<file path="src/rtl/core/pgs_pkg.sv">
// Types, constants and helpers shared by the pulse gap receiver files.
`timescale 1ns / 1ps
`default_nettype none
package pgs_pkg;

    // Configuration register indexes and port widths.
    localparam int          CfgIdxW      = 3;
    localparam int          CfgAddrW     = 5;
    localparam int          PDataW       = 32;
    localparam logic [2:0]  CfgSyncMin   = 3'd0;
    localparam logic [2:0]  CfgSyncMax   = 3'd1;
    localparam logic [2:0]  CfgOneMin    = 3'd2;
    localparam logic [2:0]  CfgOneMax    = 3'd3;
    localparam logic [2:0]  CfgZeroMin   = 3'd4;
    localparam logic [2:0]  CfgZeroMax   = 3'd5;
    localparam logic [2:0]  CfgTimeout   = 3'd6;
    localparam logic [2:0]  CfgBlink     = 3'd7;

    // Tick counter saturation value.
    localparam logic [7:0]  TickLimit    = 8'd250;

    // Depth of the queue between classifier and executor.
    localparam int          QueueDepth   = 2;

    // The decoded fields live in the first five bytes of a packet.
    localparam int          DecodeBits   = 40;

    typedef enum logic [1:0] {
        GapOther,
        GapSync,
        GapOne,
        GapZero
    } t_gap_kind;

    typedef struct packed {
        logic      is_tick;
        t_gap_kind kind;
    } t_cls;

    typedef struct packed {
        logic [7:0] sync_gap_min;
        logic [7:0] sync_gap_max;
        logic [7:0] one_gap_min;
        logic [7:0] one_gap_max;
        logic [7:0] zero_gap_min;
        logic [7:0] zero_gap_max;
        logic [7:0] timeout_ticks;
        logic [7:0] blink_ticks;
    } t_cfg;

    localparam t_cfg CfgReset = '{
        sync_gap_min:  8'd70,
        sync_gap_max:  8'd80,
        one_gap_min:   8'd31,
        one_gap_max:   8'd40,
        zero_gap_min:  8'd15,
        zero_gap_max:  8'd23,
        timeout_ticks: 8'd42,
        blink_ticks:   8'd30
    };

    typedef struct packed {
        logic        reading_valid;
        logic [11:0] temperature_code;
        logic [7:0]  humidity_code;
        logic        weak_battery;
        logic        update_indicator;
    } t_result;

    // Open window test: strictly above lo and strictly below hi.
    function automatic logic in_window(input logic [7:0] g, input logic [7:0] lo,
                                       input logic [7:0] hi);
        return (g > lo) && (g < hi);
    endfunction

endpackage
`default_nettype wire

</file>
<file path="src/rtl/core/pgs_item_if.sv">
// Input channel: edge or tick items with valid/ready handshake.
`timescale 1ns / 1ps
`default_nettype none
interface pgs_item_if;
    logic       valid;
    logic       ready;
    logic       command;
    logic [7:0] gap_ticks;

    modport source (output valid, output command, output gap_ticks, input ready);
    modport sink   (input valid, input command, input gap_ticks, output ready);
endinterface
`default_nettype wire

</file>
<file path="src/rtl/core/pgs_result_if.sv">
// Output channel: one reading result per item with valid/ready handshake.
`timescale 1ns / 1ps
`default_nettype none
interface pgs_result_if;
    logic        valid;
    logic        ready;
    logic        reading_valid;
    logic [11:0] temperature_code;
    logic [7:0]  humidity_code;
    logic        weak_battery;
    logic        update_indicator;

    modport source (output valid, output reading_valid, output temperature_code,
                    output humidity_code, output weak_battery, output update_indicator,
                    input ready);
    modport sink   (input valid, input reading_valid, input temperature_code,
                    input humidity_code, input weak_battery, input update_indicator,
                    output ready);
endinterface
`default_nettype wire

</file>
<file path="src/rtl/core/pgs_front.sv">
// Front end: accepts input items and classifies edge gaps against the windows.
`timescale 1ns / 1ps
`default_nettype none
module pgs_front (
    pgs_item_if.sink      i_item,
    input  pgs_pkg::t_cfg i_cfg,
    input  logic          i_q_ready,
    output logic          o_push,
    output pgs_pkg::t_cls o_cls
);

    logic w_sync;
    logic w_one;
    logic w_zero;

    // Accept whenever the queue has room.
    assign i_item.ready = i_q_ready;
    assign o_push       = i_item.valid && i_q_ready;

    // Window hits for the gap carried with this transfer.
    assign w_sync = pgs_pkg::in_window(i_item.gap_ticks, i_cfg.sync_gap_min,
                                       i_cfg.sync_gap_max);
    assign w_one  = pgs_pkg::in_window(i_item.gap_ticks, i_cfg.one_gap_min,
                                       i_cfg.one_gap_max);
    assign w_zero = pgs_pkg::in_window(i_item.gap_ticks, i_cfg.zero_gap_min,
                                       i_cfg.zero_gap_max);

    // Prioritize sync over one over zero.
    always_comb begin
        o_cls.is_tick = i_item.command;
        if (w_sync) begin
            o_cls.kind = pgs_pkg::GapSync;
        end else if (w_one) begin
            o_cls.kind = pgs_pkg::GapOne;
        end else if (w_zero) begin
            o_cls.kind = pgs_pkg::GapZero;
        end else begin
            o_cls.kind = pgs_pkg::GapOther;
        end
    end

endmodule
`default_nettype wire

</file>
<file path="src/rtl/core/pgs_queue.sv">
// Short queue of classified items between the front end and the executor.
`timescale 1ns / 1ps
`default_nettype none
module pgs_queue (
    input  logic          i_clk,
    input  logic          i_rst_n,
    input  logic          i_push,
    input  pgs_pkg::t_cls i_data,
    output logic          o_ready,
    output logic          o_valid,
    output pgs_pkg::t_cls o_data,
    input  logic          i_pop
);

    localparam int Depth  = pgs_pkg::QueueDepth;
    localparam int PtrW   = (Depth > 1) ? $clog2(Depth) : 1;
    localparam int CountW = $clog2(Depth + 1);

    pgs_pkg::t_cls     r_mem [Depth];
    logic [PtrW-1:0]   r_wr_ptr;
    logic [PtrW-1:0]   r_rd_ptr;
    logic [CountW-1:0] r_count;
    logic [PtrW-1:0]   n_wr_ptr;
    logic [PtrW-1:0]   n_rd_ptr;
    logic              w_do_push;
    logic              w_do_pop;

    assign o_ready   = (r_count != CountW'(Depth));
    assign o_valid   = (r_count != '0);
    assign o_data    = r_mem[r_rd_ptr];
    assign w_do_push = i_push && o_ready;
    assign w_do_pop  = i_pop && o_valid;

    // Wrap pointers at the queue depth.
    assign n_wr_ptr = (r_wr_ptr == PtrW'(Depth - 1)) ? '0 : r_wr_ptr + PtrW'(1);
    assign n_rd_ptr = (r_rd_ptr == PtrW'(Depth - 1)) ? '0 : r_rd_ptr + PtrW'(1);

    // Store pushed entries.
    always_ff @(posedge i_clk) begin
        if (w_do_push) begin
            r_mem[r_wr_ptr] <= i_data;
        end
    end

    // Advance pointers and occupancy.
    always_ff @(posedge i_clk) begin
        if (!i_rst_n) begin
            r_wr_ptr <= '0;
            r_rd_ptr <= '0;
            r_count  <= '0;
        end else begin
            if (w_do_push) begin
                r_wr_ptr <= n_wr_ptr;
            end
            if (w_do_pop) begin
                r_rd_ptr <= n_rd_ptr;
            end
            if (w_do_push && !w_do_pop) begin
                r_count <= r_count + CountW'(1);
            end else if (w_do_pop && !w_do_push) begin
                r_count <= r_count - CountW'(1);
            end
        end
    end

endmodule
`default_nettype wire

</file>
<file path="src/rtl/core/pgs_back.sv">
// Back end: assembles packets, confirms repeats, runs the tick supervision, registers results.
`timescale 1ns / 1ps
`default_nettype none
module pgs_back #(
    parameter int PACKET_LENGTH = 37
) (
    input  logic             i_clk,
    input  logic             i_rst_n,
    input  pgs_pkg::t_cfg    i_cfg,
    input  logic             i_q_valid,
    input  pgs_pkg::t_cls    i_q_item,
    output logic             o_q_pop,
    output logic             o_res_valid,
    input  logic             i_res_ready,
    output pgs_pkg::t_result o_res
);

    // Bits beyond the packet stay zero; the buffer covers the decoded bytes too.
    localparam int BufBits =
        (PACKET_LENGTH > pgs_pkg::DecodeBits) ? PACKET_LENGTH : pgs_pkg::DecodeBits;
    localparam int BufIdxW = $clog2(BufBits);
    localparam int PosW    = $clog2(PACKET_LENGTH + 1);
    localparam int Byte1Hi = BufBits - 9;
    localparam int Byte2Hi = BufBits - 17;
    localparam int Byte3Hi = BufBits - 25;
    localparam int Byte4Hi = BufBits - 33;

    // Receive phases.
    localparam logic [2:0] PhWaitFirst  = 3'd0;
    localparam logic [2:0] PhFirstDone  = 3'd1;
    localparam logic [2:0] PhWaitSecond = 3'd2;
    localparam logic [2:0] PhSecondDone = 3'd3;
    localparam logic [2:0] PhAccepted   = 3'd4;

    logic [BufBits-1:0] r_packet;
    logic [BufBits-1:0] r_first;
    logic [PosW-1:0]    r_bit_pos;
    logic [2:0]         r_phase;
    logic [7:0]         r_ticks;
    logic [11:0]        r_temp;
    logic [7:0]         r_hum;
    logic               r_batt;
    logic               r_ind;
    logic               r_out_valid;
    pgs_pkg::t_result   r_out;

    logic [BufBits-1:0] s_packet;
    logic [PosW-1:0]    s_pos;
    logic [2:0]         s_phase;
    logic [7:0]         s_ticks;

    logic [BufBits-1:0] n_first;
    logic [PosW-1:0]    n_bit_pos;
    logic [2:0]         n_phase;
    logic [7:0]         n_ticks;
    logic [11:0]        n_temp;
    logic [7:0]         n_hum;
    logic               n_batt;
    logic               n_ind;
    logic               w_accept;
    logic               w_room;
    logic [BufIdxW-1:0] w_wr_idx;

    assign o_q_pop     = i_q_valid && (!r_out_valid || i_res_ready);
    assign o_res_valid = r_out_valid;
    assign o_res       = r_out;

    // MSB-first placement of the next bit.
    assign w_room   = (r_bit_pos < PosW'(PACKET_LENGTH));
    assign w_wr_idx = BufIdxW'(BufBits - 1) - BufIdxW'(r_bit_pos);

    // Apply the item: tick count or bit assembly.
    always_comb begin
        s_packet = r_packet;
        s_pos    = r_bit_pos;
        s_phase  = r_phase;
        s_ticks  = r_ticks;
        if (i_q_item.is_tick) begin
            if (r_ticks != pgs_pkg::TickLimit) begin
                s_ticks = r_ticks + 8'd1;
            end
        end else begin
            if (i_q_item.kind == pgs_pkg::GapSync) begin
                s_pos = '0;
            end else if (w_room && (i_q_item.kind == pgs_pkg::GapOne)) begin
                s_packet[w_wr_idx] = 1'b1;
                s_pos              = r_bit_pos + PosW'(1);
            end else if (w_room && (i_q_item.kind == pgs_pkg::GapZero)) begin
                s_packet[w_wr_idx] = 1'b0;
                s_pos              = r_bit_pos + PosW'(1);
            end else begin
                s_pos = '0;
            end
            if (s_pos == PosW'(PACKET_LENGTH)) begin
                if (r_phase == PhWaitFirst) begin
                    s_phase = PhFirstDone;
                end else if (r_phase == PhWaitSecond) begin
                    s_phase = PhSecondDone;
                end
            end
        end
    end

    // Supervise: timeout, copy, compare and decode, indicator end.
    always_comb begin
        n_first   = r_first;
        n_bit_pos = s_pos;
        n_phase   = s_phase;
        n_ticks   = s_ticks;
        n_temp    = r_temp;
        n_hum     = r_hum;
        n_batt    = r_batt;
        n_ind     = r_ind;
        w_accept  = 1'b0;
        if (s_ticks > i_cfg.timeout_ticks) begin
            n_ticks = '0;
            n_phase = PhWaitFirst;
        end else if (s_phase == PhFirstDone) begin
            n_first = s_packet;
            n_phase = PhWaitSecond;
        end else if (s_phase == PhSecondDone) begin
            if (r_first == s_packet) begin
                n_temp   = {s_packet[Byte2Hi -: 8], s_packet[Byte3Hi -: 4]};
                n_hum    = {s_packet[Byte3Hi - 4 -: 4], s_packet[Byte4Hi -: 4]};
                n_batt   = s_packet[Byte1Hi - 4];
                n_ind    = 1'b1;
                n_phase  = PhAccepted;
                w_accept = 1'b1;
            end else begin
                n_phase = PhWaitFirst;
            end
        end else if ((s_phase == PhAccepted) && (s_ticks > i_cfg.blink_ticks)) begin
            n_ind   = 1'b0;
            n_phase = PhWaitFirst;
        end
    end

    // Commit receiver state on each item taken from the queue.
    always_ff @(posedge i_clk) begin
        if (!i_rst_n) begin
            r_packet  <= '0;
            r_first   <= '0;
            r_bit_pos <= '0;
            r_phase   <= PhWaitFirst;
            r_ticks   <= '0;
            r_temp    <= '0;
            r_hum     <= '0;
            r_batt    <= 1'b0;
            r_ind     <= 1'b0;
        end else if (o_q_pop) begin
            r_packet  <= s_packet;
            r_first   <= n_first;
            r_bit_pos <= n_bit_pos;
            r_phase   <= n_phase;
            r_ticks   <= n_ticks;
            r_temp    <= n_temp;
            r_hum     <= n_hum;
            r_batt    <= n_batt;
            r_ind     <= n_ind;
        end
    end

    // Output register: load on pop, drop on transfer.
    always_ff @(posedge i_clk) begin
        if (!i_rst_n) begin
            r_out_valid <= 1'b0;
        end else if (o_q_pop) begin
            r_out_valid <= 1'b1;
        end else if (i_res_ready) begin
            r_out_valid <= 1'b0;
        end
    end

    always_ff @(posedge i_clk) begin
        if (o_q_pop) begin
            r_out.reading_valid    <= w_accept;
            r_out.temperature_code <= n_temp;
            r_out.humidity_code    <= n_hum;
            r_out.weak_battery     <= n_batt;
            r_out.update_indicator <= n_ind;
        end
    end

endmodule
`default_nettype wire

</file>
<file path="src/rtl/core/pulse_gap_sensor_packet_receiver_top.sv">
// Top level of the pulse gap sensor packet receiver with its APB register file.
//
//  channel   | dir | handshake        | payload
//  ----------+-----+------------------+------------------------------------------------
//  i_item    | in  | valid / ready    | command, gap_ticks
//  o_result  | out | valid / ready    | reading_valid, temperature_code, humidity_code,
//            |     |                  | weak_battery, update_indicator
//  apb       | in  | psel/penable     | paddr, pwdata, pwrite -> prdata, pready
//
//  One item per cycle sustained while the output is ready; an item's result passes through the
//  two-entry queue and the output register before it can transfer. The executor updates all
//  receiver state for each popped item, so items flow back to back. Reset is synchronous and
//  clears the control state and configuration, but not the queue storage or output payload.
//  A stalled output holds its result; the queue keeps taking items until it is full.
`timescale 1ns / 1ps
`default_nettype none
module pulse_gap_sensor_packet_receiver_top #(
    parameter int PACKET_LENGTH = 37
) (
    input  logic                         i_clk,
    input  logic                         i_rst_n,
    pgs_item_if.sink                     i_item,
    pgs_result_if.source                 o_result,
    input  logic                         psel,
    input  logic                         penable,
    input  logic                         pwrite,
    input  logic [pgs_pkg::CfgAddrW-1:0] paddr,
    input  logic [pgs_pkg::PDataW-1:0]   pwdata,
    output logic [pgs_pkg::PDataW-1:0]   prdata,
    output logic                         pready
);

    pgs_pkg::t_cfg           r_cfg;
    logic [pgs_pkg::CfgIdxW-1:0] w_reg_idx;
    logic [7:0]              w_rd_byte;
    logic                    w_push;
    pgs_pkg::t_cls           w_push_cls;
    logic                    w_q_ready;
    logic                    w_q_valid;
    pgs_pkg::t_cls           w_q_item;
    logic                    w_q_pop;
    pgs_pkg::t_result        w_res;

    assign pready    = 1'b1;
    assign w_reg_idx = paddr[pgs_pkg::CfgAddrW-1:2];

    // Write configuration registers on the access phase.
    always_ff @(posedge i_clk) begin
        if (!i_rst_n) begin
            r_cfg <= pgs_pkg::CfgReset;
        end else if (psel && penable && pwrite) begin
            case (w_reg_idx)
                pgs_pkg::CfgSyncMin: r_cfg.sync_gap_min  <= pwdata[7:0];
                pgs_pkg::CfgSyncMax: r_cfg.sync_gap_max  <= pwdata[7:0];
                pgs_pkg::CfgOneMin:  r_cfg.one_gap_min   <= pwdata[7:0];
                pgs_pkg::CfgOneMax:  r_cfg.one_gap_max   <= pwdata[7:0];
                pgs_pkg::CfgZeroMin: r_cfg.zero_gap_min  <= pwdata[7:0];
                pgs_pkg::CfgZeroMax: r_cfg.zero_gap_max  <= pwdata[7:0];
                pgs_pkg::CfgTimeout: r_cfg.timeout_ticks <= pwdata[7:0];
                pgs_pkg::CfgBlink:   r_cfg.blink_ticks   <= pwdata[7:0];
                default: ;
            endcase
        end
    end

    // Read back the addressed register.
    always_comb begin
        case (w_reg_idx)
            pgs_pkg::CfgSyncMin: w_rd_byte = r_cfg.sync_gap_min;
            pgs_pkg::CfgSyncMax: w_rd_byte = r_cfg.sync_gap_max;
            pgs_pkg::CfgOneMin:  w_rd_byte = r_cfg.one_gap_min;
            pgs_pkg::CfgOneMax:  w_rd_byte = r_cfg.one_gap_max;
            pgs_pkg::CfgZeroMin: w_rd_byte = r_cfg.zero_gap_min;
            pgs_pkg::CfgZeroMax: w_rd_byte = r_cfg.zero_gap_max;
            pgs_pkg::CfgTimeout: w_rd_byte = r_cfg.timeout_ticks;
            pgs_pkg::CfgBlink:   w_rd_byte = r_cfg.blink_ticks;
            default:             w_rd_byte = '0;
        endcase
    end
    assign prdata = {{(pgs_pkg::PDataW - 8){1'b0}}, w_rd_byte};

    pgs_front u_front (
        .i_item    (i_item),
        .i_cfg     (r_cfg),
        .i_q_ready (w_q_ready),
        .o_push    (w_push),
        .o_cls     (w_push_cls)
    );

    pgs_queue u_queue (
        .i_clk   (i_clk),
        .i_rst_n (i_rst_n),
        .i_push  (w_push),
        .i_data  (w_push_cls),
        .o_ready (w_q_ready),
        .o_valid (w_q_valid),
        .o_data  (w_q_item),
        .i_pop   (w_q_pop)
    );

    pgs_back #(
        .PACKET_LENGTH (PACKET_LENGTH)
    ) u_back (
        .i_clk       (i_clk),
        .i_rst_n     (i_rst_n),
        .i_cfg       (r_cfg),
        .i_q_valid   (w_q_valid),
        .i_q_item    (w_q_item),
        .o_q_pop     (w_q_pop),
        .o_res_valid (o_result.valid),
        .i_res_ready (o_result.ready),
        .o_res       (w_res)
    );

    // Drive the result channel payload.
    assign o_result.reading_valid    = w_res.reading_valid;
    assign o_result.temperature_code = w_res.temperature_code;
    assign o_result.humidity_code    = w_res.humidity_code;
    assign o_result.weak_battery     = w_res.weak_battery;
    assign o_result.update_indicator = w_res.update_indicator;

endmodule
`default_nettype wire

</file>
<file path="src/flat_wrapper.sv">
// flat-port wrapper written by rule: the top's interface ports become plain ports
module pulse_gap_sensor_packet_receiver_top_flat 
#(
    parameter int PACKET_LENGTH = 37
)
  (i_clk, i_rst_n, psel, penable, pwrite, paddr, pwdata, prdata, pready, i_item_valid, i_item_command, i_item_gap_ticks, i_item_ready, o_result_valid, o_result_reading_valid, o_result_temperature_code, o_result_humidity_code, o_result_weak_battery, o_result_update_indicator, o_result_ready);
  pgs_item_if i_item_i ();
  pgs_result_if o_result_i ();
  input  logic i_clk;
  input  logic i_rst_n;
  input  logic psel;
  input  logic penable;
  input  logic pwrite;
  input  logic [pgs_pkg::CfgAddrW-1:0] paddr;
  input  logic [pgs_pkg::PDataW-1:0] pwdata;
  output logic [pgs_pkg::PDataW-1:0] prdata;
  output logic pready;
  input wire logic [$bits(i_item_i.valid)-1:0] i_item_valid;
  input wire logic [$bits(i_item_i.command)-1:0] i_item_command;
  input wire logic [$bits(i_item_i.gap_ticks)-1:0] i_item_gap_ticks;
  output wire logic [$bits(i_item_i.ready)-1:0] i_item_ready;
  output wire logic [$bits(o_result_i.valid)-1:0] o_result_valid;
  output wire logic [$bits(o_result_i.reading_valid)-1:0] o_result_reading_valid;
  output wire logic [$bits(o_result_i.temperature_code)-1:0] o_result_temperature_code;
  output wire logic [$bits(o_result_i.humidity_code)-1:0] o_result_humidity_code;
  output wire logic [$bits(o_result_i.weak_battery)-1:0] o_result_weak_battery;
  output wire logic [$bits(o_result_i.update_indicator)-1:0] o_result_update_indicator;
  input wire logic [$bits(o_result_i.ready)-1:0] o_result_ready;
  assign i_item_i.valid = i_item_valid;
  assign i_item_i.command = i_item_command;
  assign i_item_i.gap_ticks = i_item_gap_ticks;
  assign i_item_ready = i_item_i.ready;
  assign o_result_valid = o_result_i.valid;
  assign o_result_reading_valid = o_result_i.reading_valid;
  assign o_result_temperature_code = o_result_i.temperature_code;
  assign o_result_humidity_code = o_result_i.humidity_code;
  assign o_result_weak_battery = o_result_i.weak_battery;
  assign o_result_update_indicator = o_result_i.update_indicator;
  assign o_result_i.ready = o_result_ready;
  pulse_gap_sensor_packet_receiver_top #(.PACKET_LENGTH(PACKET_LENGTH)) u_core (.i_clk(i_clk), .i_rst_n(i_rst_n), .i_item(i_item_i), .o_result(o_result_i), .psel(psel), .penable(penable), .pwrite(pwrite), .paddr(paddr), .pwdata(pwdata), .prdata(prdata), .pready(pready));
endmodule
</file>
<file path="config.mk">
export PLATFORM = sky130hd
export DESIGN_NAME = pulse_gap_sensor_packet_receiver_top_flat
export DESIGN_NICKNAME = d
export VERILOG_FILES = /design/src/rtl/core/pgs_pkg.sv /design/src/rtl/core/pgs_item_if.sv /design/src/rtl/core/pgs_result_if.sv /design/src/rtl/core/pgs_front.sv /design/src/rtl/core/pgs_queue.sv /design/src/rtl/core/pgs_back.sv /design/src/rtl/core/pulse_gap_sensor_packet_receiver_top.sv /design/src/flat_wrapper.sv
export SDC_FILE = /design/constraint.sdc
export NUM_CORES = 1
export LEC_CHECK = 0
export BUFFER_PORTS_ARGS = -buffer_cell sky130_fd_sc_hd__clkbuf_2
export CORE_MARGIN = 1
export CORE_UTILIZATION = 25
export CTS_BUF_LIST = sky130_fd_sc_hd__clkbuf_8
export CTS_CLUSTER_SIZE = 40
export DETAILED_ROUTE_END_ITERATION = 8
export GPL_TIMING_DRIVEN = 0
export PLACE_DENSITY = 0.43
export SLEW_MARGIN = 20
export SYNTH_ARGS = -nofsm -noshare
export SYNTH_HDL_FRONTEND = slang
export SYNTH_SLANG_ARGS = --single-unit
</file>
<file path="constraint.sdc">
create_clock -name i_clk -period 4.7 [get_ports i_clk]
set_input_delay 0.705 -clock i_clk [delete_from_list [all_inputs] [get_ports i_clk]]
set_output_delay 0.705 -clock i_clk [all_outputs]
set_load 0.05 [all_outputs]
</file>
==> results.cfg, run 1 <==
[synthesis]
syn_area_um2 = 12700
synth_common_cells = dfxtp_1 (189), nand2_1 (159), nor2_1 (157)
synth_edf_count = 29
syn_avg_cell_area_um2 = 8.68
ys_async_sr_fraction_pct = 0
synth_top_area_share_pct = 29.8
netlist_instances = 1463
yosysMostFrequentCell = dfxtp_1
yosys.cell_types.count = 89
synth-seq-cells = 218
ys_warn_count = 0
synth_area_leaders = dfxtp_1 (30%), edfxtp_1 (6.9%), ha_1 (6.7%), mux2i_1 (5.4%), nand2_1 (4.7%)
seq_area_frac_synth_pct = 36.7
yosys_most_used_dff = dfxtp_1
yosys.area.top_type = dfxtp_1

[clocking]
cts_htree_levels = 2
path_clk_slew_ns = 0.05
root_buffer = clkbuf_8
cts_sinks = 218
cts_buffer_depth = 3
clk_latency_ns = 0.61
cts_tree = built
cts_made_buffers = 43

[drt]
antenna_left = 0
drt_iter0_markers = 693
via_per_inst = 4.94
dr.pass1.iters = 5
wl_per_cell_um = 20.2
drcViolationCount = 0
totalWireLength_mm = 46.3
vias = 11314

[sta]
setup_slack_ns = 0.122
maxSlewViolCount = 0
worst_pin_slew_ns = 1.15
fmax_mhz = 218
tns_ns = 0
min_period_ns = 4.58
fin_skew_ns = 0.0458
rsz0062_at_grt = false
relSlewSlack_pct = 22.6
setup_violations = 0
finalCritPeriodShare_pct = 97.4
hold_viol = 0

[status]
outcome = completed

[place]
portBuffers = 49
globalplace.congestion = 0.948
placed_cell_area_um2 = 13900
hpwlAfterDp_mm = 34.7
dp_cells = 2208
pre_cts_ws_ns = -0.689

[global_route]
grt_usage_pct = 17.9
antenna_found_initial = 1
grt_pass1_wl_mm = 68.9
grt_max_degree = 31
use_met1_pct = 25.1
met3_usage_pct = 2.84
grtUsageMet2_pct = 27.5
grt-busiest-layer = met2
grt_pass1_vias = 10803
gr-total-overflow = 0

[floorplan]
io_pins = 111
die_h_um = 227
rows = 82
start_util_pct = 25.3
dieArea_um2 = 51700
core_um2 = 50200
die_x_um = 227

[final_layout]
stdcell_area_um2 = 14900
final_net_count = 1706
drive_gt1_share_pct = 14.8
syn2layout_area_growth_pct = 17.1
finalNonFillerCells = 2289

[worst_setup_path]
crit_type = reg2reg
critPathCaptureType = register
crit_path_start_kind = register
cp_max_fo = 10
cp_data_required_time_ns = 5.04
cp_data_arrival_time_ns = 4.92

[power_and_ir_drop]
p_leak_uw = 0.00592
worst_ir_drop_vdd_mv = 0.178
total_power_uw = 6810
power.density_nw_per_um2 = 458

[min_path]
hp-class = in2reg

[job]
drv_cap = 0
report_power, final:
part           internal (uW)  total (uW)  leakage [uW]  switching (uW)
combinational            764        2600       0.00362            1840
sequential              2190        2360       0.00182             168
clock                    969        1840      0.000483             876
sequential cells by signal (all words and copies together), names as in the netlist, named ones only:
signal and flops:
u_core.u_back.r_first 40, u_core.u_back.o_res_valid 1, u_core.u_back.r_packet 40, u_core.u_back.r_temp 12, u_core.u_back.r_batt 1, u_core.u_queue.r_mem 6, u_core.u_back.r_phase 3, u_core.u_back.r_hum 8
u_core.u_back.r_bit_pos 6, u_core.r_cfg 64, u_core.u_queue.r_rd_ptr 1, u_core.u_back.o_res 23, u_core.u_back.r_ind 1, u_core.u_back.r_ticks 8, u_core.u_queue.r_count 2, u_core.u_queue.r_wr_ptr 1
what timing repair did:
item | in CTS | in global routing
resized for setup | 6 | 30
pin swaps | 1 | 2
cloned | 0 | 0
setup endpoints to repair | 86 | 75
hold buffers | 0 | 0
buffers inserted | 2 | 3
worst max-delay path, cell delays in order (launching register included):
cell and delay (ns):
dfxtp_1 0.36, buf_2 0.25, inv_1 0.14, ha_1 0.44, nor2_2 0.25, nand3_1 0.32
nor3_1 0.31, mux2i_1 0.39, xnor2_1 0.22, or4_1 0.63, nor3_2 0.26, nand3_2 0.22
buf_6 0.22, mux2_4 0.31
layout make-up:
cell class	count	area (um^2)
Inverter	81	304
Clock buffer	47	647
Tap cell	672	841
Clock inverter	29	148
Buffer	115	592
Multi-Input combinational cell	1071	7380
Fill cell	5387	35300
Sequential cell	218	4650
Antenna cell	1	2.50
Timing Repair Buffer	55	303
layout by cell type (no fill, tap or decap), types with 13 or more instances in the layout:
cell / n
nand3_1: 32
inv_1: 100
clkbuf_1: 62
nor2_1: 155
dfxtp_1: 189
a21o_1: 13
buf_4: 33
edfxtp_1: 29
mux2i_1: 68
conb_1: 25
a21oi_1: 62
nand2_1: 158
xnor2_1: 23
o21ai_0: 50
nand4_1: 25
nor3_1: 22
mux2_4: 20
ha_1: 68
nor4_1: 13
a211oi_1: 55
o211ai_1: 30
clkbuf_8: 47
clkbuf_2: 52
logic make-up after synthesis:
group           count (synthesis)  synth area share [%]
xor+xnor                       37                  2.61
compound gates                327                  18.0
buf+inv                       197                  7.04
other cells                     2                0.0591
mux                           100                  9.26
flops                         218                  36.7
simple gates                  514                  19.6
fa+ha+maj                      68                  6.70
metal layers:
layer | vias up | wire length (um)
met5 | - | 0
met3 | 72 | 2560
li1 | 5470 | -
met4 | 0 | 1270
met2 | 357 | 20300
met1 | 5415 | 22100
worst paths after layout:
| check | from | end | slack (ns) | cells past startpoint |
|---|---|---|---|---|
| hold / removal | i_item_command | u_core.u_queue.r_mem[0][2]$_DFFE_PP_ | 0.32 | 1 |
| setup / recovery | u_core.u_back.r_bit_pos[3]$_SDFFE_PN0P_ | u_core.u_back.o_res[17]$_DFFE_PP_ | 0.12 | 13 |
| hold reg to reg | u_core.u_back.r_ind$_SDFFE_PN0P_ | u_core.u_back.r_ind$_SDFFE_PN0P_ | 0.45 | 2 |
| setup reg to reg | u_core.u_back.r_bit_pos[3]$_SDFFE_PN0P_ | u_core.u_back.o_res[17]$_DFFE_PP_ | 0.12 | 13 |
metrics by stage:
step	hold WS [ns]	utilization, %
2_1_floorplan	0.427	-
3_3_place_gp	0.439	27.6
3_5_place_dp	0.444	27.7
4_1_cts	0.277	29.3
5_1_grt	0.303	29.6
6_report	0.320	29.6
Power figures use the tool's default switching activity.
==> run 2: changes to the inputs <==
==> constraint.sdc (replaced) <==
create_clock -name i_clk -period 4.7 [get_ports i_clk]
set_input_delay 0.235 -clock i_clk [delete_from_list [all_inputs] [get_ports i_clk]]
set_output_delay 0.235 -clock i_clk [all_outputs]
set_load 0.05 [all_outputs]
==> run 2 against run 1 <==
Net effect:
- global-route usage unchanged
- first-iteration DRC count rose by 1.3%
- cell area about the same
- clock power about the same
- wire length about the same
- via count fell by 0.25%
- die area unchanged
- maximum frequency up 0.10%
==> results.cfg, run 2 (synthesis gave the netlist of run 1 again) <==
[status]
outcome = completed

[global_route]
use_met1_pct = 25.1
gr-total-overflow = 0
grt_max_degree = 31
grt_pass1_wl_mm = 68.9
antenna_found_initial = 1
grt_usage_pct = 17.9
grtUsageMet2_pct = 27.5
grt-busiest-layer = met2
grt_pass1_vias = 10804
met3_usage_pct = 2.79

[worst_setup_path]
crit_top_cell = nand3_2
regToRegSetupSlack_ns = 0.13
cp_data_arrival_time_ns = 4.91
slowest_stage = or4_1
crit_path_start_kind = register
reg2reg_from = u_core.u_back.r_bit_pos[3]$_SDFFE_PN0P_
critPathCaptureType = register
worstRegToRegCells = 13
cpLargestDelayFamily = simple AND/OR/NAND/NOR gates
cp_max_fo = 10
cpPeakStageDelay_ns = 0.55
cp_data_required_time_ns = 5.04
path_depth = 13
crit_type = reg2reg
cp_cell_sequence = buf_2, inv_1, ha_1, nor4b_2, nand3_2, o21ai_1, a21boi_1, xnor2_1, or4_1, nor3_2, nand3_2, buf_6, mux2_4
r2r-end = u_core.u_back.o_res[15]$_DFFE_PP_
cp_num_buf_inv = 3

[place]
hpwlAfterDp_mm = 34.7
globalplace.congestion = 0.948
placed_cell_area_um2 = 13900
portBuffers = 49

[clocking]
path_clk_slew_ns = 0.06
cts_tree = built
cts_buffer_depth = 3
root_buffer = clkbuf_8
cts_sinks = 218
clk_latency_ns = 0.61
cts_htree_levels = 2
cts_made_buffers = 43

[sta]
fmax_mhz = 219
maxSlewViolCount = 0
rsz0062_at_grt = false
hold_viol = 0
fin_skew_ns = 0.0465
tns_ns = 0
min_period_ns = 4.57
finalCritPeriodShare_pct = 97.3
worst_pin_slew_ns = 1.10
relSlewSlack_pct = 26.2
setup_violations = 0

[power_and_ir_drop]
power.density_nw_per_um2 = 458
p_leak_uw = 0.00592
worst_ir_drop_vdd_mv = 0.179

[final_layout]
drive_gt1_share_pct = 14.8
num-fill-cells = 5386
mostFrequentLayoutCells = dfxtp_1 (189), nand2_1 (158), nor2_1 (155), inv_1 (100)
multi_input_area_um2 = 7380
layout_commonest_cell = dfxtp_1
largest_reg_flops = 64
reg.largest.list = u_core.r_cfg x64, u_core.u_back.r_first x40, u_core.u_back.r_packet x40
top_register = u_core.r_cfg
stdcell_area_um2 = 14900
ff_latch_area_um2 = 4650
syn2layout_area_growth_pct = 17.2
final_net_count = 1707
fin_util_pct = 29.7

[floorplan]
die_x_um = 227
core_um2 = 50200
io_pins = 111
die_h_um = 227
dieArea_um2 = 51700
start_util_pct = 25.3
rows = 82

[drt]
dr.pass1.iters = 5
drcViolationCount = 0
totalWireLength_mm = 46.3
wl_per_cell_um = 20.2
vias = 11286
drt_iter0_markers = 702
via_per_inst = 4.93
antenna_left = 0

[min_path]
hold_depth = 4
hp-class = in2reg
whs_endpoint = u_core.u_back.o_res_valid$_SDFFE_PN0P_
min_from = o_result_ready

[job]
drv_cap = 0
run 2: per-layer routing:
layer	up-vias	routed length, um
met4	0	1280
met3	70	2430
li1	5472	-
met2	327	20300
met1	5417	22300
met5	-	0
run 2: timing repair:
action	CTS	global route
hold endpoints to repair	2	0
hold buffers	1	0
setup endpoints to repair	86	75
buffers inserted	2	3
pin swaps	1	2
resized for setup	6	30
run 2: power by group:
part	internal (uW)	total, uW	switching [uW]
Combinational	765	2600	1840
Clock	969	1850	881
Sequential	2190	2360	168
Total	3930	6810	2880
run 2: per-stage QoR:
step | total power [uW] | cells | worst slack, ns | hold slack [ns]
after global placement | 4920 | 2207 | -0.639 | 0.431
final | 6810 | 2290 | 0.127 | 0.0341
after CTS | 6840 | 2286 | 0.0307 | 0.00238
after detailed placement | 4940 | 2208 | -0.689 | 0.432
after global routing | 7200 | 2290 | 0.00879 | 0.0583
after floorplan | 4110 | 1486 | 0.654 | 0.334
run 2: worst max-delay path by stage:
stage	start	end
final	u_core.u_back.r_bit_pos[3]$_SDFFE_PN0P_	u_core.u_back.o_res[15]$_DFFE_PP_
after global routing	u_core.u_back.r_bit_pos[3]$_SDFFE_PN0P_	u_core.u_back.o_res[16]$_DFFE_PP_
after CTS	u_core.u_back.r_bit_pos[3]$_SDFFE_PN0P_	u_core.u_back.o_res[17]$_DFFE_PP_
after detailed placement	register	u_core.u_back.o_res[15]$_DFFE_PP_
after global placement	register	u_core.u_back.o_res[16]$_DFFE_PP_
after floorplan	u_core.u_queue.r_mem[1][2]$_DFFE_PP_	u_core.u_back.o_res[10]$_DFFE_PP_
run 2: cell type report:
| class | instances | share of cell area [%] |
|---|---|---|
| diodes | 1 | 0.0168 |
| plain buffers | 115 | 3.98 |
| clock buffers | 47 | 4.35 |
| clock inverters | 29 | 0.992 |
| inverters | 81 | 2.04 |
| multi-input cells | 1071 | 49.6 |
| flip-flops and latches | 218 | 31.3 |
| well taps | 672 | 5.65 |
| repair buffers | 56 | 2.10 |
run 2: worst register-to-register path: cells and delay by family, from the launching register on:
family,cells,cell delay [ns]
adder cells (fa/ha/maj),1,0.44
flip-flops,1,0.36
AND/OR/NAND/NOR,5,1.77
multiplexers,1,0.31
XOR/XNOR,1,0.23
AO/OA/AOI/OAI,2,0.61
buffers and inverters,3,0.61
==> run 3: changes to the inputs <==
--- a/config.mk
+++ b/config.mk
@@ -7,12 +7,12 @@
 export LEC_CHECK = 0
 export BUFFER_PORTS_ARGS = -buffer_cell sky130_fd_sc_hd__clkbuf_2
 export CORE_MARGIN = 1
-export CORE_UTILIZATION = 25
+export CORE_UTILIZATION = 50
 export CTS_BUF_LIST = sky130_fd_sc_hd__clkbuf_8
 export CTS_CLUSTER_SIZE = 40
 export DETAILED_ROUTE_END_ITERATION = 8
 export GPL_TIMING_DRIVEN = 0
-export PLACE_DENSITY = 0.43
+export PLACE_DENSITY = 0.72
 export SLEW_MARGIN = 20
 export SYNTH_ARGS = -nofsm -noshare
 export SYNTH_HDL_FRONTEND = slang
==> run 3 against run 2 <==
Net effect:
- global-route usage grew 14 points
- cell area shrank 4.0%
- wire length shrank 9.4%
- final cell count shrank 16%
- die area shrank 50%
- sequential power is essentially flat
- via count grew 5.2%
- critical path depth is the same
- largest cell class unchanged
==> results.cfg, run 3 (synthesis gave the netlist of run 1 again) <==
[power_and_ir_drop]
total_power_uw = 6670
power.density_nw_per_um2 = 467
worst_ir_drop_vdd_mv = 0.304
p_leak_uw = 0.00585

[floorplan]
io_pins = 111
die_x_um = 161
dieArea_um2 = 26000
rows = 57
core_um2 = 24600
start_util_pct = 51.6
die_h_um = 161

[final_layout]
layout_commonest_cell = dfxtp_1
mostFrequentLayoutCells = dfxtp_1 (189), nand2_1 (159), nor2_1 (155), inv_1 (91), mux2i_1 (69)
largest_reg_flops = 64
top_register = u_core.r_cfg
insertedDiodeCount = 0
stdcell_area_um2 = 14300
final_net_count = 1701
reg.largest.list = u_core.r_cfg x64, u_core.u_back.r_first x40, u_core.u_back.r_packet x40
num-fill-cells = 2252
fin_util_pct = 58.1
syn2layout_area_growth_pct = 12.5
drive_gt1_share_pct = 13.7
finalNonFillerCells = 1934

[drt]
drt_iter0_markers = 1174
antenna_left = 0
via_per_inst = 6.14
wl_per_cell_um = 21.7
dr.pass1.iters = 6
vias = 11869
drcViolationCount = 0
totalWireLength_mm = 41.9

[clocking]
cts_made_buffers = 39
root_buffer = clkbuf_8
cts_htree_levels = 2
cts_buffer_depth = 3
cts_sinks = 218
cts_tree = built
clk_latency_ns = 0.56
path_clk_slew_ns = 0.06

[global_route]
antenna_found_initial = 0
grt_usage_pct = 32.3
grt_pass1_wl_mm = 64.5
grt_pass1_vias = 11073
gr-total-overflow = 0
grt_max_degree = 31

[worst_setup_path]
crit_type = reg2reg
cp_cell_sequence = buf_2, inv_1, ha_1, xnor2_2, nand3_2, o41ai_1, nor2_1, a21o_1, nor4_1, and4_1, nand3_2, buf_6, mux2_4
crit_path_start_kind = register
crit_top_cell = nand3_2
cp_data_required_time_ns = 5.00
cpPeakStageDelay_ns = 0.95
cp_data_arrival_time_ns = 4.93
critPathCaptureType = register
cp_max_fo = 10
slowest_stage = o41ai_1

[place]
placed_cell_area_um2 = 13500
portBuffers = 49
dp_cells = 1860
hpwlAfterDp_mm = 31.1
globalplace.congestion = 1.01

[sta]
fmax_mhz = 216
hold_viol = 0
min_period_ns = 4.62
maxSlewViolCount = 0
tns_ns = 0
worst_pin_slew_ns = 1.15
setup_violations = 0
finalCritPeriodShare_pct = 98.4
relSlewSlack_pct = 22.9
fin_skew_ns = 0.0201

[job]
drv_cap = 0

[status]
outcome = completed

[min_path]
hp-class = in2reg
## run 3: power by group
group / internal, uW / leakage (uW) / switching [uW]
sequential: 2190 / 0.00182 / 159
combinational: 762 / 0.00360 / 1800
clock: 921 / 0.000434 / 840
total: 3870 / 0.00585 / 2800
## run 3: routing by layer
metal | part of all wire [%] | up-vias | GRT usage (%)
met5 | 0 | - | 0
met1 | 44 | 5680 | 45.4
met3 | 9.6 | 103 | 6.14
met2 | 44 | 623 | 50.2
li1 | - | 5463 | -
met4 | 2.7 | 0 | 9.52
## run 3: path summary, 6_finish.rpt
path | from | endpoint | slack (ns) | depth (start not counted)
max | u_core.u_back.r_bit_pos[3]$_SDFFE_PN0P_ | u_core.u_back.o_res[18]$_DFFE_PP_ | 0.08 | 13
min | o_result_ready | u_core.u_back.o_res_valid$_SDFFE_PN0P_ | 0.03 | 4
max reg2reg | u_core.u_back.r_bit_pos[3]$_SDFFE_PN0P_ | u_core.u_back.o_res[18]$_DFFE_PP_ | 0.08 | 13
min reg2reg | u_core.u_back.r_ind$_SDFFE_PN0P_ | u_core.u_back.r_ind$_SDFFE_PN0P_ | 0.46 | 2
## run 3: final cells by class
| class | count | area [um^2] | area share (%) |
|---|---|---|---|
| buffer | 115 | 591 | 4.13 |
| clock buffer | 44 | 606 | 4.24 |
| clock inverter | 27 | 149 | 1.04 |
| inverter | 81 | 304 | 2.13 |
| multi-input combinational | 1071 | 7280 | 51.0 |
| sequential | 218 | 4650 | 32.6 |
| tap | 324 | 405 | 2.84 |
| timing repair buffer | 54 | 298 | 2.08 |
## run 3: per-stage QoR
stage | worst slack [ns] | hold WS, ns
6_report | 0.0769 | 0.0327
3_3_place_gp | -0.247 | 0.428
2_1_floorplan | 0.654 | 0.334
4_1_cts | 0.0205 | 0.0165
3_5_place_dp | -0.299 | 0.431
5_1_grt | -0.0604 | 0.0983
## run 3: what timing repair did
item / CTS / global route
setup buffers: 2 / 1
setup endpoints to repair: 76 / 77
pin swaps: 1 / 1
resized for setup: 1 / 15
endpoints found under the hold margin: 2 / 0
hold buffers: 1 / 0
## run 3: worst max-delay path: cells and delay by family (launching register included)
kind / cells / cell delay, ns
multiplexers: 1 / 0.31
AND/OR/NAND/NOR: 5 / 1.38
XOR/XNOR: 1 / 0.33
flip-flops: 1 / 0.34
adder cells (fa/ha/maj): 1 / 0.29
AO/OA/AOI/OAI: 2 / 1.15
buffers and inverters: 3 / 0.57
